===== config.mk =====
export PLATFORM = sky130hd
export DESIGN_NAME = vfc_regs
export DESIGN_NICKNAME = d
export VERILOG_FILES = /design/src/rtl/vfc_pkg.sv /design/src/rtl/vfc_regs.sv
export SDC_FILE = /design/constraint.sdc
export NUM_CORES = 1
export LEC_CHECK = 0
export ABC_CLOCK_PERIOD_IN_PS = 1100
export BUFFER_PORTS_ARGS = -buffer_cell sky130_fd_sc_hd__buf_2
export CAP_MARGIN = 10
export CELL_PAD_IN_SITES_DETAIL_PLACEMENT = 1
export CELL_PAD_IN_SITES_GLOBAL_PLACEMENT = 2
export CORE_AREA = 5 5 78 80
export DETAILED_ROUTE_END_ITERATION = 12
export DIE_AREA = 0 0 83 85
export GPL_ROUTABILITY_DRIVEN = 1
export GPL_TIMING_DRIVEN = 0
export PLACE_DENSITY_LB_ADDON = 0.1
export SETUP_SLACK_MARGIN = 0.3
export SLEW_MARGIN = 10
export SYNTH_ARGS = -nofsm -noshare
export SYNTH_HDL_FRONTEND = slang
export SYNTH_SLANG_ARGS = --single-unit

===== constraint.sdc =====
create_clock -name clk -period 1.1 [get_ports clk]
set_input_delay 0.22 -clock clk [delete_from_list [all_inputs] [get_ports clk]]
set_output_delay 0.22 -clock clk [all_outputs]
set_load 0.005 [all_outputs]

===== src/rtl/vfc_pkg.sv =====
// ----------------------------------------------------------------------------
// vfc_pkg
// Shared constants, codes and controller/datapath interface types for the
// voxel face culling block.
// ----------------------------------------------------------------------------
package vfc_pkg;

  localparam int SIZE_X      = 16;
  localparam int SIZE_Y      = 64;
  localparam int SIZE_Z      = 16;
  localparam int VOXEL_COUNT = SIZE_X * SIZE_Y * SIZE_Z;
  localparam int ADDR_W      = $clog2(VOXEL_COUNT);

  localparam int ID_W    = 14;
  localparam int IN_ID_W = 16;
  localparam int X_W     = 4;
  localparam int Y_W     = 6;
  localparam int Z_W     = 4;
  localparam int DIR_W   = 3;
  localparam int ACT_W   = 2;
  localparam int NUM_DIR = 6;

  localparam logic [ID_W-1:0] ID_RESET = ID_W'(255);

  localparam logic [ACT_W-1:0] ACT_WRITE = 2'd0;
  localparam logic [ACT_W-1:0] ACT_MESH  = 2'd1;
  localparam logic [ACT_W-1:0] ACT_CLEAR = 2'd2;

  localparam logic [DIR_W-1:0] DIR_BOTTOM = 3'd0;
  localparam logic [DIR_W-1:0] DIR_TOP    = 3'd1;
  localparam logic [DIR_W-1:0] DIR_EAST   = 3'd2;
  localparam logic [DIR_W-1:0] DIR_WEST   = 3'd3;
  localparam logic [DIR_W-1:0] DIR_SOUTH  = 3'd4;
  localparam logic [DIR_W-1:0] DIR_NORTH  = 3'd5;

  typedef struct packed {
    logic             load_in;
    logic             wr_center;
    logic             sweep;
    logic             nb_read;
    logic [DIR_W-1:0] nb_dir;
    logic             load_blk;
    logic             cap_vis;
    logic             emit;
  } vfc_cmd_t;

  typedef struct packed {
    logic [ACT_W-1:0] action;
    logic             in_chunk;
    logic             center_air;
    logic             sweep_done;
    logic             vis_any;
    logic             vis_last;
    logic             out_free;
  } vfc_sts_t;

endpackage


===== src/rtl/vfc_regs.sv =====
// ----------------------------------------------------------------------------
// vfc_regs
// APB-style configuration register holding the unknown block id.
// ----------------------------------------------------------------------------
module vfc_regs
  import vfc_pkg::*;
(
  input  logic            clk,
  input  logic            rst_n,
  input  logic            psel,
  input  logic            penable,
  input  logic            pwrite,
  input  logic [2:0]      paddr,
  input  logic [31:0]     pwdata,
  output logic [31:0]     prdata,
  output logic            pready,
  output logic [ID_W-1:0] unknown_id
);

  logic [ID_W-1:0] unknown_id_r;
  logic            wr_en;

  assign pready = 1'b1;
  assign wr_en  = psel && penable && pwrite && !paddr[2];

  always_ff @(posedge clk) begin
    if (!rst_n) begin
      unknown_id_r <= ID_RESET;
    end else if (wr_en) begin
      unknown_id_r <= pwdata[ID_W-1:0];
    end
  end

  assign unknown_id = unknown_id_r;
  assign prdata     = paddr[2] ? 32'd0 : {{(32-ID_W){1'b0}}, unknown_id_r};

endmodule


==> impl_metrics.yaml <==
synth:
  yosys_warnings: 0
  ys_types: 12
  synth_area_um2: 871
  ys_ff_latch: 14
  postSynthCellCount: 98
  syn_avg_cell_area_um2: 8.89
  seq_area_frac_synth: 0.322
floorplanning:
  start_util: 0.163
  dieArea_mm2: 0.00706
  die_w_um: 83
  num_rows: 27
  die_y_um: 85
  io_pins: 87
  core_mm2: 0.00534
placement:
  routabilityCongestion: 0.652
  io_buffers: 46
  dp_worst_setup_slack_ps: -256
  dpl-instance-area_mm2: 0.00126
  place_inst: 233
timing:
  skew_ps: 0
  period_needed_ps: 1090
  period_share: 0.993
  rsz0062_at_grt: "yes"
  worst_slack_ps: 7.18
  tns_ps: 0
  maxSlewViolCount: 0
  setup_viol: 0
  clock.fmax_mhz: 915
  hold_viol_final: 0
routing:
  dr.first_iter.drc_count: 9
  drc: 0
  vias: 886
  via_per_inst: 3.49
  wl_per_cell_um: 11.3
  dr.pass1.iters: 2
  finalWirelength_um: 2870
  drt.antenna.violating_nets: 0
cells_and_area:
  post-route-cell-area_mm2: 0.00165
  largest_reg_flops: 14
  final_nets: 223
  utilization: 0.308
  mostFrequentLayoutCell: "buf_2"
  stdcell_count: 254
  drive_gt1_frac: 0.626
  final_cell_mix: "buf_2, buf_4, nor2b_1, buf_6, conb_1"
  fillers: 673
  area_growth_pct: 88.9
  diodes: 0
setup_path:
  worst-path-max-fanout: 3
  cp_slowest_cell: "dfxtp_2"
  reg2reg_slack_ps: 270
  end_kind: "primary output"
  cp-start-kind: "flip-flop"
  worstSetupPathType: "flip-flop to primary output"
  crit_required_ps: 880
  crit_chain: "and2b_2, buf_2"
  cp.arrival_ps: 870
  cpPeakStageDelay_ps: 330
grt:
  grt_max_degree: 11
  overflow: 0
  track_usage: 0.0809
  grt_pass1_vias: 910
  grt_pass1_wl_um: 4510
  grt_antenna_before_repair: 0
clock_tree:
  cts_hold_buf: 0
  cts-htree-levels: 1
  cts_buffers: 3
  cts_tree: "built"
  clk_pin_slew_ps: 60
  ctsRootBufferMaster: "clkbuf_8"
  clk_path_buf_depth: 2
  cts.sink_count: 14
  clock_latency_ps: 240
pwr:
  leakage_nw: 0.806
  peakVddDrop_mv: 0.299
  p_per_area_mw_per_mm2: 807
min_path:
  worstHoldPathType: "primary input to flip-flop"
run:
  maxCapViolCount: 0
run_status:
  status: "completed"
## synthesized netlist by cell type
cell type,count,area (um^2)
buf_2,1,5.00
conb_1,2,7.51
buf_4,19,143
and4b_1,1,10.0
buf_6,1,11.3
nand2_1,12,45.0
mux2i_1,14,140
nor2b_1,26,163
buf_12,1,20.0
and2b_2,4,35.0
clkbuf_1,3,11.3
dfxtp_1,14,280
## timing repair
action | 4_1_cts | 5_1_grt
resized for setup | 28 | 19
endpoints found under the setup margin | 40 | 42
hold endpoints to repair | 0 | 0
cloned | 1 | 0
setup buffers | 9 | 7
## logic make-up after synthesis
group / count (synthesis) / synth area share
buf+inv: 25 / 0.218
flops: 14 / 0.322
mux: 14 / 0.161
other cells: 2 / 0.00862
simple gates: 43 / 0.290
## critical path, delay by kind of cell, from the launching register on
family / cells / cell delay (ps)
and+or+nand+nor: 1 / 180
DFF: 1 / 330
buffers and inverters: 1 / 120
## routing by layer
metal / vias to the layer above / GRT usage / share of wire / routed length (um)
met1: 414 / 0.0856 / 0.41 / 1170
met4: 0 / 0.0357 / 0.014 / 41
met3: 2 / 0.0252 / 0.054 / 156
met2: 33 / 0.147 / 0.52 / 1500
li1: 437 / - / - / -
met5: - / 0 / 0 / 0
## cell type report
cell class | count | area (um^2) | area share
tap | 72 | 90.1 | 0.0548
sequential | 14 | 298 | 0.181
timing repair buffer | 63 | 512 | 0.311
multi-input combinational | 76 | 494 | 0.300
clock buffer | 4 | 55.1 | 0.0335
buffer | 25 | 196 | 0.119
## stage by stage
stage,total power [W],hold slack [ps]
6_report,0.00133,215
5_1_grt,0.00141,225
4_1_cts,0.00134,208
3_5_place_dp,0.000766,460
3_3_place_gp,0.000762,450
2_1_floorplan,0.000679,362
## power by group
group          internal [W]  leakage [nW]  total, W  switching [W]
clock network      0.000317        0.0288  0.000506       0.000189
logic              0.000182         0.664  0.000293       0.000111
registers          0.000521         0.113  0.000529     0.00000861
total               0.00102         0.806   0.00133       0.000308
## final timing paths
path | from | to | cells after the start
hold reg to reg | unknown_id[12] | unknown_id[12] | 2
hold / removal | pwdata[13] | unknown_id[13] | 3
setup reg to reg | unknown_id[0] | unknown_id[0] | 4
setup / recovery | unknown_id[11] | prdata[11] | 2
No activity file was read; power rests on OpenSTA's default activity.
