--- config.mk ---
export PLATFORM = sky130hd
export DESIGN_NAME = vfc_ctrl
export DESIGN_NICKNAME = d
export VERILOG_FILES = /design/src/rtl/vfc_pkg.sv /design/src/rtl/vfc_ctrl.sv
export SDC_FILE = /design/constraint.sdc
export NUM_CORES = 1
export LEC_CHECK = 0
export ABC_AREA = 1
export BUFFER_PORTS_ARGS = -buffer_cell sky130_fd_sc_hd__buf_4
export CAP_MARGIN = 20
export CORE_AREA = 4 4 41 43
export DETAILED_ROUTE_END_ITERATION = 10
export DIE_AREA = 0 0 45 47
export GPL_TIMING_DRIVEN = 0
export PLACE_DENSITY = 0.62
export SYNTH_ARGS = -nofsm -noshare
export SYNTH_HDL_FRONTEND = slang
export SYNTH_SLANG_ARGS = --single-unit
--- constraint.sdc ---
create_clock -name clk -period 1.8 [get_ports clk]
set_clock_uncertainty 0.1 [all_clocks]
set_input_delay 0.54 -clock clk [delete_from_list [all_inputs] [get_ports clk]]
set_output_delay 0.54 -clock clk [all_outputs]
set_load 0.01 [all_outputs]
--- src/rtl/vfc_pkg.sv ---
// ----------------------------------------------------------------------------
// vfc_pkg
// Shared constants, codes and controller/datapath interface types for the
// voxel face culling block.
// ----------------------------------------------------------------------------
package vfc_pkg;

  localparam int SIZE_X      = 16;
  localparam int SIZE_Y      = 64;
  localparam int SIZE_Z      = 16;
  localparam int VOXEL_COUNT = SIZE_X * SIZE_Y * SIZE_Z;
  localparam int ADDR_W      = $clog2(VOXEL_COUNT);

  localparam int ID_W    = 14;
  localparam int IN_ID_W = 16;
  localparam int X_W     = 4;
  localparam int Y_W     = 6;
  localparam int Z_W     = 4;
  localparam int DIR_W   = 3;
  localparam int ACT_W   = 2;
  localparam int NUM_DIR = 6;

  localparam logic [ID_W-1:0] ID_RESET = ID_W'(255);

  localparam logic [ACT_W-1:0] ACT_WRITE = 2'd0;
  localparam logic [ACT_W-1:0] ACT_MESH  = 2'd1;
  localparam logic [ACT_W-1:0] ACT_CLEAR = 2'd2;

  localparam logic [DIR_W-1:0] DIR_BOTTOM = 3'd0;
  localparam logic [DIR_W-1:0] DIR_TOP    = 3'd1;
  localparam logic [DIR_W-1:0] DIR_EAST   = 3'd2;
  localparam logic [DIR_W-1:0] DIR_WEST   = 3'd3;
  localparam logic [DIR_W-1:0] DIR_SOUTH  = 3'd4;
  localparam logic [DIR_W-1:0] DIR_NORTH  = 3'd5;

  typedef struct packed {
    logic             load_in;
    logic             wr_center;
    logic             sweep;
    logic             nb_read;
    logic [DIR_W-1:0] nb_dir;
    logic             load_blk;
    logic             cap_vis;
    logic             emit;
  } vfc_cmd_t;

  typedef struct packed {
    logic [ACT_W-1:0] action;
    logic             in_chunk;
    logic             center_air;
    logic             sweep_done;
    logic             vis_any;
    logic             vis_last;
    logic             out_free;
  } vfc_sts_t;

endpackage

--- src/rtl/vfc_ctrl.sv ---
// ----------------------------------------------------------------------------
// vfc_ctrl
// Controller: sequences store sweeps, writes, the center and neighbor reads
// of a mesh request, and face emission.
// ----------------------------------------------------------------------------
module vfc_ctrl
  import vfc_pkg::*;
(
  input  logic     clk,
  input  logic     rst_n,
  input  logic     in_valid,
  output logic     in_ready,
  output vfc_cmd_t cmd,
  input  vfc_sts_t sts
);

  typedef enum logic [2:0] {
    S_CLR,
    S_IDLE,
    S_DEC,
    S_CHK,
    S_NB,
    S_EMIT
  } state_t;

  state_t           state_r, state_nxt;
  logic [DIR_W-1:0] dir_r, dir_nxt;

  always_comb begin
    state_nxt = state_r;
    dir_nxt   = dir_r;
    cmd       = '0;
    in_ready  = 1'b0;
    case (state_r)
      S_CLR: begin
        cmd.sweep = 1'b1;
        if (sts.sweep_done) begin
          state_nxt = S_IDLE;
        end
      end
      S_IDLE: begin
        in_ready = 1'b1;
        if (in_valid) begin
          cmd.load_in = 1'b1;
          state_nxt   = S_DEC;
        end
      end
      S_DEC: begin
        case (sts.action)
          ACT_WRITE: begin
            cmd.wr_center = sts.in_chunk;
            state_nxt     = S_IDLE;
          end
          ACT_MESH: begin
            state_nxt = sts.in_chunk ? S_CHK : S_IDLE;
          end
          ACT_CLEAR: begin
            state_nxt = S_CLR;
          end
          default: begin
            state_nxt = S_IDLE;
          end
        endcase
      end
      S_CHK: begin
        if (sts.center_air) begin
          state_nxt = S_IDLE;
        end else begin
          cmd.load_blk = 1'b1;
          cmd.nb_read  = 1'b1;
          cmd.nb_dir   = DIR_BOTTOM;
          dir_nxt      = DIR_BOTTOM;
          state_nxt    = S_NB;
        end
      end
      S_NB: begin
        cmd.cap_vis = 1'b1;
        cmd.nb_read = 1'b1;
        cmd.nb_dir  = dir_r + DIR_W'(1);
        dir_nxt     = dir_r + DIR_W'(1);
        if (dir_r == DIR_NORTH) begin
          state_nxt = S_EMIT;
        end
      end
      S_EMIT: begin
        if (!sts.vis_any) begin
          state_nxt = S_IDLE;
        end else if (sts.out_free) begin
          cmd.emit = 1'b1;
          if (sts.vis_last) begin
            state_nxt = S_IDLE;
          end
        end
      end
      default: begin
        state_nxt = S_IDLE;
      end
    endcase
  end

  always_ff @(posedge clk) begin
    if (!rst_n) begin
      state_r <= S_CLR;
      dir_r   <= DIR_BOTTOM;
    end else begin
      state_r <= state_nxt;
      dir_r   <= dir_nxt;
    end
  end

  a_emit_free: assert property (@(posedge clk) disable iff (!rst_n)
    cmd.emit |-> sts.out_free && sts.vis_any)
    else $error("face emitted without a free output register");

  a_no_write_in_mesh: assert property (@(posedge clk) disable iff (!rst_n)
    (state_r == S_CHK || state_r == S_NB || state_r == S_EMIT) |-> !cmd.sweep && !cmd.wr_center)
    else $error("store written during a mesh request");

  a_busy_no_accept: assert property (@(posedge clk) disable iff (!rst_n)
    (cmd.sweep || cmd.nb_read || cmd.emit) |-> !in_ready)
    else $error("input ready while busy");

  a_emit_after_scan: assert property (@(posedge clk) disable iff (!rst_n)
    (state_r == S_NB && dir_r == DIR_NORTH) |=> state_r == S_EMIT)
    else $error("neighbor scan did not end in emission");

endmodule

==> out/qor.csv, run 1 <==
metric;value;unit
Seq/Total Area, Yosys;26.37;%
Critical Path Source Type;flip-flop;
H-tree levels;1;
port buffer count;21;
share of layout cells above drive strength 1;50.00;%
Die Wd;45;um
fin crit period;1.882;ns
GRT overflow;0;
DRT antenna net count;0;
initial antenna violation count;0;
RePlAce Congestion;0.7224;
Max-Slew Margin vs Limit;83.95;%
Setup TNS;-0.2219;ns
clk_lat worst skew;0.24;ns
commonest non-fill, non-tap cell in the layout;buf_4;
Hold Fails Final Rpt;0;
nets;121;
run status;complete, but fails checks;
pre-CTS setup slack;-0.01309;ns
Tcrit/Tclk final;104.6;%
Hold-fix buffers, CTS;0;
Area Overhead vs Synth;77.20;%
Fillers;120;
Die Area;0.002115;sq mm
worst-margin pin slew;0.2398;ns
largest net degree at the start of global routing;9;
clock sink count;6;
clk buf depth;2;
Total GRT Usage;13.78;%
Pleak;0.4418;nW
core area;0.001301;sq mm
hold slack;0.4075;ns
post-route cell area;807.0;sq um
commonest cells after routing, fill and taps aside;buf_4, nand3_1, inv_1;
crit end category;output port;
kind of critical path;flip-flop to output port;
Rows;13;
endpoints failing setup;5;
Req. time, crit path;1.16;ns
DRT Pass-1 Iters;4;
Total Power;1.033;mW
failing checks;negative setup slack;
CTS tree;done;
final core utilization;62.02;%
Post-Route WL;1241;um
Starting DRT DRC Count;9;
flops & latches, synth;6;
Post-Layout Cell Count;121;
Initial Util;35.00;%
vias in the first global route;510;
post-route DRC violation count;0;
library cells used by synthesis;20;
cell total after placement;110;
Mapped Area;455.4;sq um
DR vias;574;
DP Area;631.9;sq um
VDD IR-drop max;0.7249;mV
Top Ports;22;
Mapped Cells;74;
Synth top area share;26.37;%
max_cap viols;0;
synth warn;0;
first-pass GRT wire length;2063;um
Root Buffer;clkbuf_4;
Mapped Nets;87;
Max FO, Critical Path;3;
worst setup margin;-0.08227;ns
drt wl/cell;10.26;um
unrepaired setup endpoints after global routing;yes;
Avg Vias per Cell;4.744;
Slew Viols, Final;0;
fmax;531.3;MHz
ant diodes;0;
TritonCTS buffer count;3;
synth top area cells;dfxtp_1, nand3_1, inv_1;
crit path DAT;1.24;ns
Worst-path clk slew;0.04;ns
Hold WC Path Type;flip-flop to flip-flop;
placed wire-length estimate;892.9;um
PwrDens;1280;mW/mm^2
Mean Syn Cell Area;6.155;sq um
chip height;47;um
Synth area leader;dfxtp_1;
## registers in the layout (all words and copies together), names as in the netlist
name     count
dir_r        3
state_r      3
## where the power goes
| group | switching, mW | leakage, nW | internal, mW | total, mW |
|---|---|---|---|---|
| combinational | 0.325 | 0.375 | 0.324 | 0.649 |
| clock | 0.0457 | 0.0138 | 0.0752 | 0.121 |
| sequential | 0.0728 | 0.0525 | 0.191 | 0.263 |
## layout make-up
class                           instances  area (sq um)  share of cell area (%)
Sequential cell                         6         138.9                   17.21
Timing Repair Buffer                   29         229.0                   28.37
Inverter                               16         65.06                   8.062
Multi-Input combinational cell         52         332.8                   41.24
Tap cell                               15         18.77                   2.326
Clock buffer                            3         22.52                   2.791
## kinds of logic (layout without fill, tap and decap cells)
group / Yosys count / after routing / synth area share [%]
compound gates: 6 / 6 / 6.591
xor+xnor: 1 / 1 / 1.923
fa+ha+maj: 2 / 2 / 5.494
buf+inv: 16 / 48 / 13.19
flops: 6 / 6 / 26.37
simple gates: 43 / 43 / 46.43
## synthesized netlist by cell type
master	instances
inv_1	14
nand3_1	14
nand2_1	10
nor2_1	9
dfxtp_1	6
a21oi_1	5
ha_1	2
inv_2	2
and3_2	1
nand2_2	1
nand3_2	1
nand3b_1	1
nand4_1	1
nor2_2	1
nor3_1	1
o21ai_0	1
or2_0	1
or2_1	1
or2_4	1
xor2_1	1
## critical path, stage by stage, from the launching register on
cell and delay (ns):
dfxtp_4 0.36, inv_2 0.04, ha_4 0.20, or2_1 0.23, inv_1 0.07, buf_6 0.10
## repair_timing
item / 4_1_cts / 5_1_grt
hold endpoints to repair: 0 / 0
buffers inserted: 5 / 3
endpoints found under the setup margin: 7 / 9
gates resized for setup: 18 / 12
pin swaps: 4 / 6
## routing by layer
metal | vias to the layer above | global-route usage [%] | wire [um]
met5 | - | 0 | 0
met4 | 0 | 5.263 | 10
met3 | 2 | 7.280 | 97
met2 | 16 | 20.90 | 629
met1 | 254 | 16.48 | 504
li1 | 302 | - | -
## path summary, 6_finish.rpt
kind / startpoint / to / slack [ns] / cells after the start
setup / recovery: dir_r[1]$_SDFFE_PN0P_ / cmd[4] / -0.08 / 5
hold / removal: dir_r[2]$_SDFFE_PN0P_ / dir_r[2]$_SDFFE_PN0P_ / 0.41 / 2
setup reg to reg: state_r[0]$_SDFFE_PN0P_ / state_r[1]$_SDFFE_PN0P_ / 0.50 / 7
hold reg to reg: dir_r[2]$_SDFFE_PN0P_ / dir_r[2]$_SDFFE_PN0P_ / 0.41 / 2
Power figures use the tool's default switching activity.
==> run 2, diff against run 1 <==
CORE_AREA = default   (was 4 4 41 43)
CORE_MARGIN = 4   (was default)
CORE_UTILIZATION = 32   (was default)
DIE_AREA = default   (was 0 0 45 47)
PLACE_DENSITY = 0.59   (was 0.62)
==> out/qor.csv, run 2 (synthesis results as in run 1) <==
metric;value;unit
Hold-fix buffers, CTS;0;
Rows;13;
nets;135;
Worst R2R Setup Slack;-0.01;ns
Avg Vias per Cell;4.815;
Psw;516.0;uW
run status;complete, but fails checks;
min-delay src;dir_r[0]$_SDFFE_PN0P_;
Max-Slew Margin vs Limit;84.05;%
crit end category;output port;
WHS Endpoint;dir_r[0]$_SDFFE_PN0P_;
clock sink count;6;
placed wire-length estimate;913;um
TritonCTS buffer count;3;
CP peak stage delay;0.40;ns
VDD IR-drop max;0.6296;mV
clk buf depth;2;
unrepaired setup endpoints after global routing;yes;
drt wl/cell;12.63;um
endpoints failing setup;6;
share of layout cells above drive strength 1;60.83;%
Total Power;1.198;mW
sequential share of power;21.9;%
max_cap viols;0;
worst setup margin;-0.06014;ns
kind of cell adding the most delay to the critical path;flip-flops;
crit path DAT;1.22;ns
Die Wd;45.73;um
Post-Route WL;1705;um
Req. time, crit path;1.16;ns
Hold Fails Final Rpt;0;
switch share;43.08;%
port buffer count;21;
Critical Path Source Type;flip-flop;
Pleak;0.5094;nW
Area Overhead vs Synth;102.5;%
first-pass GRT wire length;2635;um
DR vias;650;
initial antenna violation count;0;
largest net degree at the start of global routing;7;
combinational share of power;67.6;%
GRT overflow;0;
Top Ports;22;
kind of critical path;flip-flop to output port;
Fillers;99;
ant diodes;0;
RePlAce Congestion;0.7371;
failing checks;negative setup slack;
worst-margin pin slew;0.2384;ns
Worst-path clk slew;0.05;ns
commonest cells after routing, fill and taps aside;buf_4, nand3_1, inv_1, nand2_1, nor2_1;
clk_lat worst skew;0.25;ns
vias in the first global route;623;
Root Buffer;clkbuf_4;
WHS Path Cells;2;
Crit path depth;6;
fmax;537.6;MHz
final core utilization;69.99;%
CTS tree;done;
Hold WC Path Type;flip-flop to flip-flop;
Max FO, Critical Path;5;
slowest cell on the critical path;dfxtp_4;
top flop regs;dir_r (3), state_r (3);
Total GRT Usage;17.48;%
post-route DRC violation count;0;
DRT antenna net count;0;
DRT Pass-1 Iters;4;
Internal;681.7;uW
H-tree levels;1;
Clk pwr share;10.5;%
Worst R2R Path Depth;12;
Initial Util;34.57;%
fin crit period;1.860;ns
commonest non-fill, non-tap cell in the layout;buf_4;
Slew Viols, Final;0;
Starting DRT DRC Count;16;
Reg-to-Reg End;state_r[0]$_SDFFE_PN0P_;
PwrDens;1299;mW/mm^2
worst path cell trace;nand3_4 > or2_4 > inv_4 > nor2_4 > inv_2 > buf_6;
core area;0.001318;sq mm
Die Area;0.002091;sq mm
Tcrit/Tclk final;103.3;%
chip height;45.73;um
origin of the critical flop-to-flop path;state_r[0]$_SDFFE_PN0P_;
Buf/Inv on CP;3;
==> run 2: power by group through the flow <==
stage          registers (mW)  clock network (mW)  logic [mW]
2_1_floorplan           0.218                   0       0.294
3_3_place_gp            0.231                   0       0.459
3_5_place_dp            0.229                   0       0.462
4_1_cts                 0.250               0.128       0.663
5_1_grt                 0.268               0.136       0.880
6_report                0.262               0.126       0.809
==> run 2: worst max path at each step <==
stage | end | from | slack, ns
floorplan | cmd[6] | sts[4] | 0.16
global placement | cmd[6] | sts[4] | -0.02
detailed placement | cmd[6] | sts[4] | -0.02
CTS | cmd[6] | state_r[0]$_SDFFE_PN0P_ | -0.07
global route | cmd[3] | state_r[1]$_SDFFE_PN0P_ | -0.12
finish | cmd[6] | state_r[0]$_SDFFE_PN0P_ | -0.06
==> run 2: cell type report <==
class | instances | area, sq um | share of cell area [%]
Inverter | 16 | 65.06 | 7.056
Sequential cell | 6 | 136.4 | 14.79
Timing Repair Buffer | 43 | 334.1 | 36.23
Multi-Input combinational cell | 52 | 345.3 | 37.45
Tap cell | 15 | 18.77 | 2.035
Clock buffer | 3 | 22.52 | 2.442
==> run 2: worst min-delay path: cells and delay by family (launching register included) <==
| kind | cells | cell delay [ns] |
|---|---|---|
| DFF | 1 | 0.35 |
| and+or+nand+nor | 1 | 0.08 |
| AOI/OAI and AO/OA | 1 | 0.05 |
==> run 2: routing by layer <==
metal | vias up | global-route usage, % | share of wire (%)
met3 | 2 | 3.953 | 4.6
met4 | 0 | 4.545 | 0.59
li1 | 331 | - | -
met1 | 303 | 17.92 | 40
met5 | - | 0 | 0
met2 | 14 | 34.54 | 55
==> run 2: what timing repair did <==
item                                    CTS  global route
endpoints found under the setup margin    7            11
setup buffers                            18             4
resized for setup                        19            16
pin swaps                                 5             8
gates cloned                              0             0
==> run 2: metrics by stage <==
step	setup WS, ns	TNS [ns]	cells	cell area, sq um	hold slack (ns)
6_report	-0.06014	-0.2511	135	922.1	0.4285
3_5_place_dp	-0.02468	-0.02468	110	631.9	0.3940
4_1_cts	-0.07076	-0.2508	131	845.8	0.3990
5_1_grt	-0.1199	-0.6893	135	922.1	0.4550
2_1_floorplan	0.1638	0	74	455.4	0.3736
3_3_place_gp	-0.02170	-0.02170	110	631.9	0.3956
==> run 3, diff against run 2 <==
ABC_AREA = default   (was 1)
PLACE_DENSITY = 0.6   (was 0.59)
==> out/qor.csv, run 3 <==
metric;value;unit
run status;complete, but fails checks;
failing checks;negative setup slack;
synth warn;0;
fmax;516.2;MHz
Die Area;0.001982;sq mm
library cells used by synthesis;27;
Hold Fails Final Rpt;0;
Critical Path Source Type;flip-flop;
TritonCTS buffer count;3;
Root Buffer;clkbuf_4;
kind of critical path;flip-flop to output port;
Reg-to-Reg End;dir_r[2]$_SDFFE_PN0P_;
Tcrit/Tclk final;107.6;%
commonest non-fill, non-tap cell in the layout;buf_4;
Mean Syn Cell Area;8.366;sq um
unrepaired setup endpoints after global routing;yes;
Mapped Cells;51;
Max FO, Critical Path;8;
Hold-fix buffers, CTS;0;
fin crit period;1.937;ns
Synth area leader;dfxtp_1;
Max-Slew Margin vs Limit;83.72;%
Seq/Total Area, Yosys;28.15;%
top flop regs;dir_r (3), state_r (3);
Mapped Nets;64;
top_reg_cell synth;dfxtp_1;
worst setup path startpoint;state_r[0]$_SDFFE_PN0P_;
port buffer count;21;
endpoints failing setup;7;
Mapped Area;426.7;sq um
DRT Pass-1 Iters;4;
DP Area;601.8;sq um
Hold WC Path Type;input port to flip-flop;
CTS tree;done;
first-pass GRT wire length;2042;um
Die Wd;44.52;um
slowest cell on the critical path;or3b_1;
share of layout cells above drive strength 1;56.96;%
Total GRT Usage;14.00;%
DR vias;470;
Initial Util;35.97;%
Starting DRT DRC Count;6;
top-count cell post-synth;dfxtp_1;
Post-synth top cells;dfxtp_1, nor2_1, and3_1, nand2_1, o21a_1;
Slew Viols, Final;0;
PwrDens;479.8;mW/mm^2
Worst-path clk slew;0.05;ns
Req. time, crit path;1.16;ns
commonest cells after routing, fill and taps aside;buf_4, buf_6, nor2_4;
GRT overflow;0;
clk_lat worst skew;0.24;ns
worst path cell trace;or3b_1 > buf_6 > nor2_4 > buf_6;
origin of the critical flop-to-flop path;state_r[0]$_SDFFE_PN0P_;
placed wire-length estimate;805.4;um
pre-CTS setup slack;-0.09066;ns
Top Ports;22;
Pleak;0.3749;nW
core area;0.001186;sq mm
Fillers;99;
largest net degree at the start of global routing;11;
clock sink count;6;
Avg Vias per Cell;5.054;
Crit path depth;4;
RePlAce Congestion;0.6708;
vias in the first global route;446;
Post-Route WL;1199;um
H-tree levels;1;
Setup TNS;-0.7242;ns
cell mode on critical path;buf_6;
nets;94;
initial antenna violation count;0;
post-route DRC violation count;0;
Worst R2R Setup Slack;0.28;ns
max_cap viols;0;
Async SR Flop Fraction;0;%
critical path capture point;cmd[4];
clk buf depth;2;
crit path DAT;1.30;ns
worst-margin pin slew;0.2425;ns
crit end category;output port;
kind of cell adding the most delay to the critical path;simple AND/OR/NAND/NOR gates;
VDD IR-drop max;0.3639;mV
DRT antenna net count;0;
flops & latches, synth;6;
CP peak stage delay;0.36;ns
worst setup margin;-0.1372;ns
Synth top area share;28.15;%
Buf/Inv on CP;2;
Worst R2R Path Depth;5;
ant diodes;0;
Post-synth EDFFs;0;
post-route cell area;757.0;sq um
drt wl/cell;12.89;um
Rows;12;
synth top area cells;dfxtp_1, o21a_1, and3_1;
Area Overhead vs Synth;77.42;%
chip height;44.52;um
run 3: cell types whose count changed in the layout (fill, tap and decap cells not counted), sizes merged, moves of 5 or more:
| cell | change |
|---|---|
| buf | -15 |
| nand2 | -7 |
| inv | -13 |
| nand3 | -15 |
| nor2 | -5 |
run 3: worst reg2reg max path, stage by stage, from the launching register on:
cell and delay, ns:
dfxtp_4 0.34, or3b_1 0.36, buf_6 0.16, buf_4 0.13
and3_1 0.16, o21a_1 0.16
run 3: area by class of cell:
class	instances	area (sq um)	area share, %
tap	14	17.52	2.314
timing repair buffer	25	202.7	26.78
buffer	3	30.03	3.967
inverter	3	11.26	1.488
sequential	6	127.6	16.86
clock buffer	3	22.52	2.975
multi-input combinational	39	345.3	45.62
run 3: metrics by stage:
stage / instances / hold slack (ns) / utilization, % / power (mW)
2_1_floorplan: 51 / 0.4775 / - / 0.1814
3_3_place_gp: 86 / 0.4996 / 50.74 / 0.2204
3_5_place_dp: 86 / 0.5051 / 50.74 / 0.2202
4_1_cts: 93 / 0.4587 / 62.45 / 0.3629
5_1_grt: 93 / 0.4704 / 63.82 / 0.3919
6_report: 93 / 0.4595 / 63.82 / 0.3632
run 3: cell families after synthesis:
group,Yosys count,share of synthesized area [%]
AO/OA/AOI/OAI,9,15.84
XOR/XNOR,1,2.053
adder cells (fa/ha/maj),2,5.864
buffers and inverters,6,7.329
flip-flops,6,28.15
multiplexers,1,2.346
AND/OR/NAND/NOR,26,38.41
run 3: per-layer routing:
| layer | global-route usage (%) | share of wire [%] | up-vias |
|---|---|---|---|
| met5 | 0 | 0 | - |
| met4 | 5.422 | 0 | 0 |
| met3 | 2.846 | 8.3 | 0 |
| met2 | 22.35 | 48 | 18 |
| met1 | 18.18 | 44 | 211 |
| li1 | - | - | 241 |
run 3: how the worst min path moves through the flow:
| stage | start | end | slack (ns) | cells after the start |
|---|---|---|---|---|
| after global placement | dir_r[1]$_SDFFE_PN0P_ | dir_r[1]$_SDFFE_PN0P_ | 0.50 | 2 |
| final | rst_n | dir_r[0]$_SDFFE_PN0P_ | 0.46 | 2 |
| after floorplan | dir_r[1]$_SDFFE_PN0P_ | dir_r[1]$_SDFFE_PN0P_ | 0.48 | 2 |
| after detailed placement | dir_r[1]$_SDFFE_PN0P_ | dir_r[1]$_SDFFE_PN0P_ | 0.51 | 2 |
| after CTS | rst_n | dir_r[0]$_SDFFE_PN0P_ | 0.46 | 2 |
| after global routing | rst_n | dir_r[2]$_SDFFE_PN0P_ | 0.47 | 2 |
run 3: repair_timing:
action | 4_1_cts | 5_1_grt
gates resized for setup | 23 | 6
pin swaps | 4 | 1
setup buffers | 4 | 0
endpoints found under the setup margin | 10 | 11
hold endpoints to repair | 0 | 0
run 3: power by group:
| part | switching (mW) | internal, mW | total (mW) |
|---|---|---|---|
| sequential | 0.00289 | 0.136 | 0.139 |
| clock | 0.0454 | 0.0752 | 0.121 |
| combinational | 0.0446 | 0.0588 | 0.103 |
| total | 0.0928 | 0.270 | 0.363 |
